<file path="config.mk">
export PLATFORM = sky130hd
export DESIGN_NAME = lcmf_window
export DESIGN_NICKNAME = d
export VERILOG_FILES = /design/src/design/lcmf_pkg.sv /design/src/design/lcmf_window.sv
export SDC_FILE = /design/constraint.sdc
export NUM_CORES = 1
export LEC_CHECK = 0
export BUFFER_PORTS_ARGS = -buffer_cell sky130_fd_sc_hd__buf_2
export CAP_MARGIN = 0
export CORE_MARGIN = 1
export CORE_UTILIZATION = 34
export CTS_CLUSTER_SIZE = 14
export DETAILED_ROUTE_END_ITERATION = 6
export GPL_ROUTABILITY_DRIVEN = 0
export PLACE_DENSITY = 0.55
export REMOVE_ABC_BUFFERS = 1
export SLEW_MARGIN = 0
export SYNTH_ARGS = -nofsm -noshare
export SYNTH_HDL_FRONTEND = slang
export SYNTH_SLANG_ARGS = --single-unit
</file>
<file path="constraint.sdc">
create_clock -name clk -period 14.4 [get_ports clk]
set_input_delay 0.72 -clock clk [delete_from_list [all_inputs] [get_ports clk]]
set_output_delay 0.72 -clock clk [all_outputs]
set_load 0.005 [all_outputs]
</file>
<file path="src/design/lcmf_pkg.sv">
// Shared constants and types for the line and corner mask filter.
`default_nettype none

package lcmf_pkg;

	// The window is five pixels square and the line store keeps four earlier rows.
	localparam int WIN = 5;
	localparam int LINES = 4;

	// Masks for the rows and columns of the window that lie inside the frame.
	typedef struct packed {
		logic [WIN-1:0] row_ok;
		logic [WIN-1:0] col_ok;
	} lcmf_mask_t;

endpackage

`default_nettype wire

</file>
<file path="src/design/lcmf_window.sv">
// Five by five pixel window with zero padding and the six mask sums.
`default_nettype none

module lcmf_window import lcmf_pkg::*; #(
	parameter int PIX_BITS = 22,
	localparam int SUM_BITS = PIX_BITS + 3
) (
	input  logic                          clk,
	input  logic                          arst_n,
	input  logic                          shift,
	input  logic [WIN-1:0][PIX_BITS-1:0]  col,
	input  lcmf_mask_t                    mask,
	output logic signed [SUM_BITS-1:0]    horizontal_sum,
	output logic signed [SUM_BITS-1:0]    vertical_sum,
	output logic signed [SUM_BITS-1:0]    left_below_sum,
	output logic signed [SUM_BITS-1:0]    right_below_sum,
	output logic signed [SUM_BITS-1:0]    left_above_sum,
	output logic signed [SUM_BITS-1:0]    right_above_sum
);

	logic [WIN-1:0][WIN-1:0][PIX_BITS-1:0] win_q;
	logic [WIN-1:0][WIN-1:0][PIX_BITS-1:0] win_n;
	logic signed [SUM_BITS-1:0]            m [WIN][WIN];

	always_comb begin
		for (int y = 0; y < WIN; y++) begin
			for (int x = 0; x < WIN - 1; x++) begin
				win_n[y][x] = win_q[y][x+1];
			end
			win_n[y][WIN-1] = col[y];
		end
	end

	always_ff @(posedge clk or negedge arst_n) begin
		if (!arst_n) begin
			win_q <= '0;
		end else if (shift) begin
			win_q <= win_n;
		end
	end

	always_comb begin
		for (int y = 0; y < WIN; y++) begin
			for (int x = 0; x < WIN; x++) begin
				if (mask.row_ok[y] && mask.col_ok[x]) begin
					m[y][x] = SUM_BITS'($signed(win_n[y][x]));
				end else begin
					m[y][x] = '0;
				end
			end
		end
	end

	assign horizontal_sum  = m[2][0] + m[2][1] + m[2][2] + m[2][3] + m[2][4];
	assign vertical_sum    = m[0][2] + m[1][2] + m[2][2] + m[3][2] + m[4][2];
	assign left_below_sum  = m[1][1] + m[2][1] + m[3][1] + m[3][2] + m[3][3];
	assign right_below_sum = m[1][3] + m[2][3] + m[3][3] + m[3][1] + m[3][2];
	assign left_above_sum  = m[1][1] + m[2][1] + m[3][1] + m[1][2] + m[1][3];
	assign right_above_sum = m[1][3] + m[2][3] + m[3][3] + m[1][1] + m[1][2];

endmodule

`default_nettype wire

</file>
==> flow_summary.html, run 1 <==
<table>
<tr><th>Metric</th><th>Value</th></tr>
<tr><th colspan="2">Routing</th></tr>
<tr><td>Initial DRT Pass Iterations</td><td>6</td></tr>
<tr><td>Overall routed net length</td><td>between 80000 and 90000 µm</td></tr>
<tr><td>Drt drc</td><td>0</td></tr>
<tr><td>Count of antenna-violating nets left after detailed routing</td><td>0</td></tr>
<tr><td>Post-detailed-route via-to-cell ratio</td><td>4.920</td></tr>
<tr><td>Starting DRC count in detailed routing</td><td>1154</td></tr>
<tr><td>Number of vias in the routed layout</td><td>20000</td></tr>
<tr><td>Avg WL per Cell</td><td>19.77 µm</td></tr>
<tr><th colspan="2">Clock network</th></tr>
<tr><td>Maximum buffer depth of the clock tree</td><td>3</td></tr>
<tr><td>Insertion delay to the later sink of the worst-skew pair</td><td>about 0.56 ns</td></tr>
<tr><td>CTS Root Buffer Type</td><td>sky130_fd_sc_hd__clkbuf_16</td></tr>
<tr><td>CTS clk-pin slew, worst paths</td><td>0.06 ns</td></tr>
<tr><td>Post-CTS repair timing setup buffer count</td><td>0</td></tr>
<tr><td>TritonCTS clock tree</td><td>done</td></tr>
<tr><td>Number of clock sinks</td><td>308</td></tr>
<tr><td>CTS hold repair buffers</td><td>0</td></tr>
<tr><td>Number of CTS-inserted buffers</td><td>38</td></tr>
<tr><td>CTS HTree Levels</td><td>2</td></tr>
<tr><td>Post-cts gate resize count</td><td>0</td></tr>
<tr><th colspan="2">Layout</th></tr>
<tr><td>Max FFs per register</td><td>308</td></tr>
<tr><td>Fillcell total</td><td>8100</td></tr>
<tr><td>Area taken by flip-flops and latches</td><td>~0.0077 mm²</td></tr>
<tr><td>Area occupied by multi-input gates</td><td>0.01843 mm²</td></tr>
<tr><td>Post-synthesis to final-layout area growth</td><td>13.35%</td></tr>
<tr><td>Share of layout cells above drive strength 1</td><td>22.29%</td></tr>
<tr><td>Final layout net count</td><td>3573</td></tr>
<tr><td>Summed area of non-filler cells in the final layout</td><td>0.03177 mm²</td></tr>
<tr><th colspan="2">Critical path</th></tr>
<tr><td>Class of the most critical setup path</td><td>primary input to primary output</td></tr>
<tr><td>Slowest stage cell on the critical path</td><td>sky130_fd_sc_hd__and2_1</td></tr>
<tr><td>Endpoint required time on the critical path</td><td>13.68 ns</td></tr>
<tr><td>CP max FO</td><td>51</td></tr>
<tr><td>CP endpoint kind</td><td>primary output</td></tr>
<tr><td>Arrival time worst endpoint</td><td>8.68 ns</td></tr>
<tr><td>R2r worst-path depth</td><td>1</td></tr>
<tr><td>Slowest stage delay, CP</td><td>0.76 ns</td></tr>
<tr><td>Critical path startpoint category</td><td>primary input</td></tr>
<tr><th colspan="2">Placement</th></tr>
<tr><td>HPWL reported at the end of detailed placement</td><td>66070 µm</td></tr>
<tr><td>Post-placement cell area</td><td>0.03057 mm²</td></tr>
<tr><td>Buffers added on ports</td><td>272</td></tr>
<tr><th colspan="2">Pwr</th></tr>
<tr><td>Total Power Consumption</td><td>0.003965 W</td></tr>
<tr><td>Ratio of total power to cell area</td><td>between 100 and 150 mW/mm²</td></tr>
<tr><td>IR Drop Worst-Case VDD</td><td>0.06938 mV</td></tr>
<tr><td>Standby leakage power</td><td>16.96 nW</td></tr>
<tr><th colspan="2">Flow run</th></tr>
<tr><td>Number of maximum-capacitance violations</td><td>0</td></tr>
<tr><th colspan="2">Global route</th></tr>
<tr><td>GRT Residual Overflow</td><td>0</td></tr>
<tr><td>Largest net degree at the start of global routing</td><td>150</td></tr>
<tr><td>First-pass GRT wire length</td><td>around 120000 µm</td></tr>
<tr><td>Global-route total usage across every layer</td><td>between 10% and 20%</td></tr>
<tr><td>Vias in the first global route</td><td>19910</td></tr>
<tr><td>Initial antenna violation count</td><td>4</td></tr>
<tr><th colspan="2">Timing</th></tr>
<tr><td>Number of max-slew violations in the final report</td><td>0</td></tr>
<tr><td>Highest clock rate</td><td>approximately 110 MHz</td></tr>
<tr><td>Setup tns final</td><td>0 ns</td></tr>
<tr><td>Actual transition at the worst max-transition pin</td><td>1.087 ns</td></tr>
<tr><td>Minimum clock period</td><td>9.401 ns</td></tr>
<tr><td>Count of final hold-check violations</td><td>0</td></tr>
<tr><td>Headroom to the max-slew limit</td><td>27.54%</td></tr>
<tr><td>Unrepaired setup endpoints after global routing</td><td>false</td></tr>
<tr><td>Final worst-path cycle share</td><td>roughly two thirds</td></tr>
<tr><td>Clk_skew</td><td>around 0.013 ns</td></tr>
<tr><td>Number of setup violations in the final report</td><td>0</td></tr>
<tr><td>Final hold slack</td><td>0.2442 ns</td></tr>
<tr><th colspan="2">Synthesis</th></tr>
<tr><td>Top cells by area in the synthesized netlist</td><td>sky130_fd_sc_hd__dfrtp_1 (27%), sky130_fd_sc_hd__fa_1 (20%), sky130_fd_sc_hd__mux2_2 (12%), sky130_fd_sc_hd__ha_1 (8.5%), sky130_fd_sc_hd__inv_1 (5.7%)</td></tr>
<tr><td>Gate count of the mapped netlist</td><td>2729</td></tr>
<tr><td>Async S/R FF share, synth</td><td>100.0%</td></tr>
<tr><td>Share of synthesized area occupied by flip-flops and latches</td><td>a little over a quarter</td></tr>
<tr><td>Primary flip-flop cell chosen by synthesis mapping</td><td>sky130_fd_sc_hd__dfrtp_1</td></tr>
<tr><td>Top cells by count, synth</td><td>sky130_fd_sc_hd__inv_1 (426), sky130_fd_sc_hd__mux2_2 (309), sky130_fd_sc_hd__dfrtp_1 (308)</td></tr>
<tr><td>Area share of the largest cell type after synthesis</td><td>27.50%</td></tr>
<tr><td>Synth warn</td><td>0</td></tr>
<tr><td>Count of cell types in the netlist</td><td>70</td></tr>
<tr><td>Library cell with the largest summed area after synthesis</td><td>sky130_fd_sc_hd__dfrtp_1</td></tr>
<tr><td>Synthesized cell area</td><td>between 0.02 and 0.03 mm²</td></tr>
<tr><td>Most repeated cell in the gate-level netlist after synthesis</td><td>sky130_fd_sc_hd__inv_1</td></tr>
<tr><td>Post-Syn Area per Cell</td><td>~10 µm²</td></tr>
<tr><td>Post-synth EDFFs</td><td>0</td></tr>
<tr><td>Number of storage elements in the synthesis netlist</td><td>between 300 and 400</td></tr>
<tr><th colspan="2">Die</th></tr>
<tr><td>Chip height</td><td>around 290 µm</td></tr>
<tr><td>Core area</td><td>0.08107 mm²</td></tr>
<tr><td>Die area</td><td>0.08359 mm²</td></tr>
<tr><td>Initial Utilization</td><td>34.58%</td></tr>
<tr><td>Count of standard-cell rows</td><td>around 100</td></tr>
<tr><td>I/O pins</td><td>273</td></tr>
<tr><td>X dimension of the die</td><td>289.1 µm</td></tr>
<tr><th colspan="2">Outcome</th></tr>
<tr><td>Result of the run</td><td>completed</td></tr>
<tr><th colspan="2">Hold path</th></tr>
<tr><td>Worst min path class</td><td>primary input to async pin</td></tr>
</table>
==> power by group <==
group | internal [W] | leakage (nW) | switching, W
Clock | 0.000562 | 0.588 | 0.000389
Sequential | 0.000995 | 3.61 | 0.0000856
Combinational | 0.000827 | 12.8 | 0.00111
Total | 0.00238 | 17.0 | 0.00158
==> final timing paths <==
| check | from | end | slack [ns] |
|---|---|---|---|
| max | mask[7] | left_above_sum[24] | 5.00 |
| min | arst_n | win_n[507] | 0.24 |
| max reg2reg | win_n[408] | win_n[386] | 13.51 |
| min reg2reg | win_n[44] | win_n[44] | 0.50 |
| max in group asynchronous | arst_n | win_n[386] | 12.65 |
| min in group clk | col[80] | win_n[410] | 0.38 |
==> placed cells by master, fill, tap and decap left out, drive strengths merged, types with 4 or more instances in the layout <==
cell	n
clkbuf	55
a31oi	7
nor2b	27
o31ai	6
mux2	309
or3	7
fa	282
nand3	22
o21a	19
nor3	26
or2	5
a21boi	4
o31a	7
ha	190
a211o	6
o21ai	70
dfrtp	308
inv	427
nor3b	4
a41o	5
xnor2	113
clkinv	5
xor2	52
and3	140
o21bai	25
a211oi	15
o211ai	5
nor2	85
o41ai	4
buf	286
a21o	73
and2	14
a21oi	119
nand2	202
nand2b	21
nand4	11
==> final cells by class <==
class / count / share of cell area [%]
multi-input combinational: 1918 / 58.02
sequential: 308 / 24.26
inverter: 426 / 5.033
timing repair buffer: 286 / 4.718
tap: 1060 / 4.174
clock buffer: 55 / 3.450
clock inverter: 9 / 0.3308
antenna: 2 / 0.01575
==> through the flow <==
| step | instances | worst slack (ns) | util [%] |
|---|---|---|---|
| floorplan | 2652 | 7.038 | - |
| global placement | 3998 | 5.243 | 37.70 |
| detailed placement | 3998 | 5.102 | 37.70 |
| CTS | 4062 | 5.082 | 39.19 |
| global route | 4062 | 4.461 | 39.19 |
| finish | 4064 | 4.999 | 39.19 |
==> critical path: cells and delay by family <==
kind,cells,cell delay (ns)
AOI/OAI and AO/OA,13,3.46
adders and majority gates,5,2.09
and+or+nand+nor,3,1.12
buffers and inverters,5,0.81
xor gates and xnor gates,2,0.41
==> logic make-up after synthesis <==
kind of cell	count (synthesis)	share of synthesized area, %
AOI/OAI and AO/OA	400	9.459
muxes	310	12.45
buffers and inverters	503	6.736
adders and majority gates	472	28.62
and+or+nand+nor	571	10.08
xor gates and xnor gates	165	5.156
DFF	308	27.50
==> metal layers <==
layer  vias to the layer above  global-route usage [%]  share of wire [%]
li1                       9592                       -                  -
met1                      9832                   25.35                 43
met2                       493                   33.91                 50
met3                        78                   2.307                4.8
met4                         0                   5.079                2.4
met5                         -                       0                  0
Power figures use the tool's default switching activity.
==> run 2: changes to the inputs <==
- ABC_AREA: unset -> 1
- PLACE_DENSITY: 0.55 -> 0.54
- clock period: 14.4 -> 9.42 ns (I/O delays scaled with it)
==> run 2 against run 1 <==
The flow now finishes with violations (design-rule violations). Sequential share of layout area is 2.0 points lower. Clock-buffer cell count is 6 lower. Critical endpoint is now right_below_sum[22]. Non-clock buffer count is 8 higher. Sequential power is 43% higher. First-iteration DRC count is 130% higher. Clock skew is 0.017 ns higher. Highest routed layer is now met5. Largest cell class unchanged.
==> flow_summary.html, run 2 <==
<table>
<tr><th>Metric</th><th>Value</th></tr>
<tr><th colspan="2">Outcome</th></tr>
<tr><td>Result of the run</td><td>finished with violations</td></tr>
<tr><td>Failing checks</td><td>design-rule violations</td></tr>
<tr><th colspan="2">Die</th></tr>
<tr><td>I/O pins</td><td>273</td></tr>
<tr><td>Die area</td><td>0.09120 mm²</td></tr>
<tr><td>Core area</td><td>0.08878 mm²</td></tr>
<tr><td>Initial Utilization</td><td>34.46%</td></tr>
<tr><td>Chip height</td><td>302.0 µm</td></tr>
<tr><td>X dimension of the die</td><td>302.0 µm</td></tr>
<tr><td>Count of standard-cell rows</td><td>109</td></tr>
<tr><th colspan="2">Clock network</th></tr>
<tr><td>Post-cts gate resize count</td><td>0</td></tr>
<tr><td>Maximum buffer depth of the clock tree</td><td>3</td></tr>
<tr><td>TritonCTS clock tree</td><td>done</td></tr>
<tr><td>Insertion delay to the later sink of the worst-skew pair</td><td>0.60 ns</td></tr>
<tr><td>Number of clock sinks</td><td>308</td></tr>
<tr><td>Number of CTS-inserted buffers</td><td>40</td></tr>
<tr><td>CTS HTree Levels</td><td>2</td></tr>
<tr><td>CTS Root Buffer Type</td><td>sky130_fd_sc_hd__clkbuf_16</td></tr>
<tr><td>CTS clk-pin slew, worst paths</td><td>0.06 ns</td></tr>
<tr><td>Post-CTS repair timing setup buffer count</td><td>0</td></tr>
<tr><th colspan="2">Synthesis</th></tr>
<tr><td>Synthesized cell area</td><td>0.03060 mm²</td></tr>
<tr><td>Async S/R FF share, synth</td><td>100.0%</td></tr>
<tr><td>Library cell with the largest summed area after synthesis</td><td>sky130_fd_sc_hd__dfrtp_1</td></tr>
<tr><td>Number of storage elements in the synthesis netlist</td><td>around 300</td></tr>
<tr><td>Most repeated cell in the gate-level netlist after synthesis</td><td>sky130_fd_sc_hd__nand2_1</td></tr>
<tr><td>Share of synthesized area occupied by flip-flops and latches</td><td>25.19%</td></tr>
<tr><td>Area share of the largest cell type after synthesis</td><td>~25%</td></tr>
<tr><td>Post-Syn Area per Cell</td><td>7.595 µm²</td></tr>
<tr><td>Top cells by count, synth</td><td>sky130_fd_sc_hd__nand2_1 (824), sky130_fd_sc_hd__inv_1 (793), sky130_fd_sc_hd__nor2_1 (452)</td></tr>
<tr><td>Post-synth EDFFs</td><td>0</td></tr>
<tr><td>Synth warn</td><td>0</td></tr>
<tr><td>Top cells by area in the synthesized netlist</td><td>sky130_fd_sc_hd__dfrtp_1 (25%), sky130_fd_sc_hd__fa_1 (18%), sky130_fd_sc_hd__nand2_1 (10%), sky130_fd_sc_hd__inv_1 (9.7%), sky130_fd_sc_hd__ha_1 (7.8%)</td></tr>
<tr><td>Gate count of the mapped netlist</td><td>4029</td></tr>
<tr><td>Count of cell types in the netlist</td><td>50</td></tr>
<tr><td>Primary flip-flop cell chosen by synthesis mapping</td><td>sky130_fd_sc_hd__dfrtp_1</td></tr>
<tr><th colspan="2">Pwr</th></tr>
<tr><td>Standby leakage power</td><td>18.58 nW</td></tr>
<tr><td>Ratio of total power to cell area</td><td>around 170 mW/mm²</td></tr>
<tr><td>Net switching power</td><td>approximately 0.0024 W</td></tr>
<tr><td>Cell-internal power</td><td>around 0.0034 W</td></tr>
<tr><td>Register share of total power</td><td>26.8%</td></tr>
<tr><td>Clock share of power</td><td>29.5%</td></tr>
<tr><td>Switching share of total power</td><td>between 40% and 50%</td></tr>
<tr><td>Share of total power in combinational logic</td><td>43.7%</td></tr>
<tr><td>IR Drop Worst-Case VDD</td><td>0.1296 mV</td></tr>
<tr><th colspan="2">Routing</th></tr>
<tr><td>Count of antenna-violating nets left after detailed routing</td><td>0</td></tr>
<tr><td>Overall routed net length</td><td>110400 µm</td></tr>
<tr><td>Post-detailed-route via-to-cell ratio</td><td>just under 5</td></tr>
<tr><td>Initial DRT Pass Iterations</td><td>7</td></tr>
<tr><td>Starting DRC count in detailed routing</td><td>2701</td></tr>
<tr><td>Avg WL per Cell</td><td>about 20 µm</td></tr>
<tr><td>Number of vias in the routed layout</td><td>26900</td></tr>
<tr><td>Drt drc</td><td>26</td></tr>
<tr><th colspan="2">Layout</th></tr>
<tr><td>Commonest cells after routing, fill and taps aside</td><td>sky130_fd_sc_hd__nand2_1 (824), sky130_fd_sc_hd__inv_1 (793), sky130_fd_sc_hd__nor2_1 (452)</td></tr>
<tr><td>Final layout net count</td><td>4870</td></tr>
<tr><td>Post-synthesis to final-layout area growth</td><td>13.21%</td></tr>
<tr><td>Most common library cell in the layout ignoring fill and taps</td><td>sky130_fd_sc_hd__nand2_1</td></tr>
<tr><td>Summed area of non-filler cells in the final layout</td><td>~0.035 mm²</td></tr>
<tr><td>Share of layout cells above drive strength 1</td><td>10.82%</td></tr>
<tr><td>Max FFs per register</td><td>308</td></tr>
<tr><th colspan="2">Global route</th></tr>
<tr><td>Initial antenna violation count</td><td>7</td></tr>
<tr><td>First-pass GRT wire length</td><td>between 150000 and 200000 µm</td></tr>
<tr><td>Vias in the first global route</td><td>26240</td></tr>
<tr><td>Global-route total usage across every layer</td><td>24.27%</td></tr>
<tr><td>Largest net degree at the start of global routing</td><td>between 200 and 250</td></tr>
<tr><td>GRT Residual Overflow</td><td>0</td></tr>
<tr><th colspan="2">Timing</th></tr>
<tr><td>Actual transition at the worst max-transition pin</td><td>1.200 ns</td></tr>
<tr><td>Setup tns final</td><td>0 ns</td></tr>
<tr><td>Clk_skew</td><td>about 0.030 ns</td></tr>
<tr><td>Highest clock rate</td><td>135.9 MHz</td></tr>
<tr><td>Final worst-path cycle share</td><td>around four fifths</td></tr>
<tr><td>Count of final hold-check violations</td><td>0</td></tr>
<tr><td>Minimum clock period</td><td>between 7 and 8 ns</td></tr>
<tr><td>Headroom to the max-slew limit</td><td>19.77%</td></tr>
<tr><td>Number of setup violations in the final report</td><td>0</td></tr>
<tr><td>Unrepaired setup endpoints after global routing</td><td>false</td></tr>
<tr><td>Number of max-slew violations in the final report</td><td>0</td></tr>
<tr><th colspan="2">Hold path</th></tr>
<tr><td>Cell count of the worst hold path</td><td>3</td></tr>
<tr><td>Worst min path class</td><td>primary input to flop</td></tr>
<tr><th colspan="2">Critical path</th></tr>
<tr><td>Endpoint required time on the critical path</td><td>8.95 ns</td></tr>
<tr><td>Arrival time worst endpoint</td><td>6.89 ns</td></tr>
<tr><td>Slowest stage cell on the critical path</td><td>sky130_fd_sc_hd__nand2_1</td></tr>
<tr><td>CP max FO</td><td>22</td></tr>
<tr><td>Class of the most critical setup path</td><td>primary input to primary output</td></tr>
<tr><td>R2r worst-path depth</td><td>2</td></tr>
<tr><td>Slowest stage delay, CP</td><td>0.76 ns</td></tr>
<tr><td>Worst path cell trace</td><td>buf_2, nand2_1, nor2_1, fa_1, ha_1, fa_1, nand2_2, nand2_1, nand3_1, nand2_2, nand3_1, nand2_2, nand3b_1, nand2_1, xnor2_1, fa_1, inv_1, ha_1, a21oi_1, o21ai_0, a21oi_1, o211ai_1, xor2_1, buf_2</td></tr>
<tr><td>Critical path startpoint category</td><td>primary input</td></tr>
<tr><td>CP endpoint kind</td><td>primary output</td></tr>
<tr><th colspan="2">Flow run</th></tr>
<tr><td>Number of maximum-capacitance violations</td><td>0</td></tr>
<tr><th colspan="2">Placement</th></tr>
<tr><td>Post-placement cell area</td><td>between 0.03 and 0.04 mm²</td></tr>
<tr><td>HPWL reported at the end of detailed placement</td><td>92900 µm</td></tr>
<tr><td>Buffers added on ports</td><td>272</td></tr>
</table>
[run 2: layout make-up]
cell class / instances / area (µm²)
diodes: 1 / 2.502
clock buffers: 49 / 1065
clock inverters: 23 / 357.8
fillers: 9270 / 54140
inverters: 806 / 3025
multi-input cells: 2825 / 19460
flip-flops and latches: 308 / 7707
well taps: 1165 / 1458
repair buffers: 294 / 1562
[run 2: final timing paths]
path / slack, ns / endpoint / start
setup reg to reg: 8.44 / win_n[373] / win_n[373]
hold / removal: 0.08 / win_n[519] / col[101]
hold reg to reg: 0.47 / win_n[163] / win_n[185]
setup / recovery: 2.06 / right_below_sum[22] / mask[7]
min in group asynchronous: 0.41 / win_n[83] / arst_n
max in group asynchronous: 6.90 / win_n[133] / arst_n
[run 2: repair_timing]
| action | 4_1_cts | 5_1_grt |
|---|---|---|
| setup endpoints to repair | 0 | 0 |
| hold buffers | 1 | 0 |
| hold endpoints to repair | 71 | 0 |
[run 2: kinds of logic after synthesis]
family                     synth area share, %
xor gates and xnor gates                 4.494
DFF                                      25.19
adders and majority gates                26.22
muxes                                   0.8832
AOI/OAI and AO/OA                        11.98
buffers and inverters                    11.20
and+or+nand+nor                          20.03
[run 2: power by group through the flow]
stage / combinational (W) / clock (W) / sequential, W
finish: 0.00251 / 0.00169 / 0.00154
floorplan: 0.00147 / 0 / 0.00154
CTS: 0.00250 / 0.00174 / 0.00154
global placement: 0.00249 / 0 / 0.00156
global route: 0.00278 / 0.00178 / 0.00156
detailed placement: 0.00249 / 0 / 0.00156
[run 2: worst max-delay path, delay by kind of cell]
kind / cells / cell delay (ns)
simple gates: 10 / 2.19
fa+ha+maj: 5 / 2.07
compound gates: 4 / 0.84
xor+xnor: 2 / 0.75
buf+inv: 3 / 0.54
[run 2: routing by layer]
layer | share of wire, % | track usage, %
met5 | 0.031 | 0
met4 | 5.1 | 10.70
met3 | 7.3 | 4.367
met2 | 45 | 38.50
met1 | 42 | 32.34
[run 2: stage by stage]
| step | worst slack, ns | total power [W] | std cells | util [%] | hold slack (ns) |
|---|---|---|---|---|---|
| floorplan | 4.062 | 0.003012 | 3939 | - | 0.1754 |
| global placement | 2.155 | 0.004046 | 5397 | 37.40 | 0.4556 |
| detailed placement | 2.224 | 0.004047 | 5397 | 37.40 | 0.4621 |
| CTS | 2.189 | 0.005779 | 5470 | 39.02 | 0.04402 |
| global route | 1.820 | 0.006121 | 5470 | 39.02 | 0.06536 |
| finish | 2.062 | 0.005740 | 5471 | 39.02 | 0.08291 |
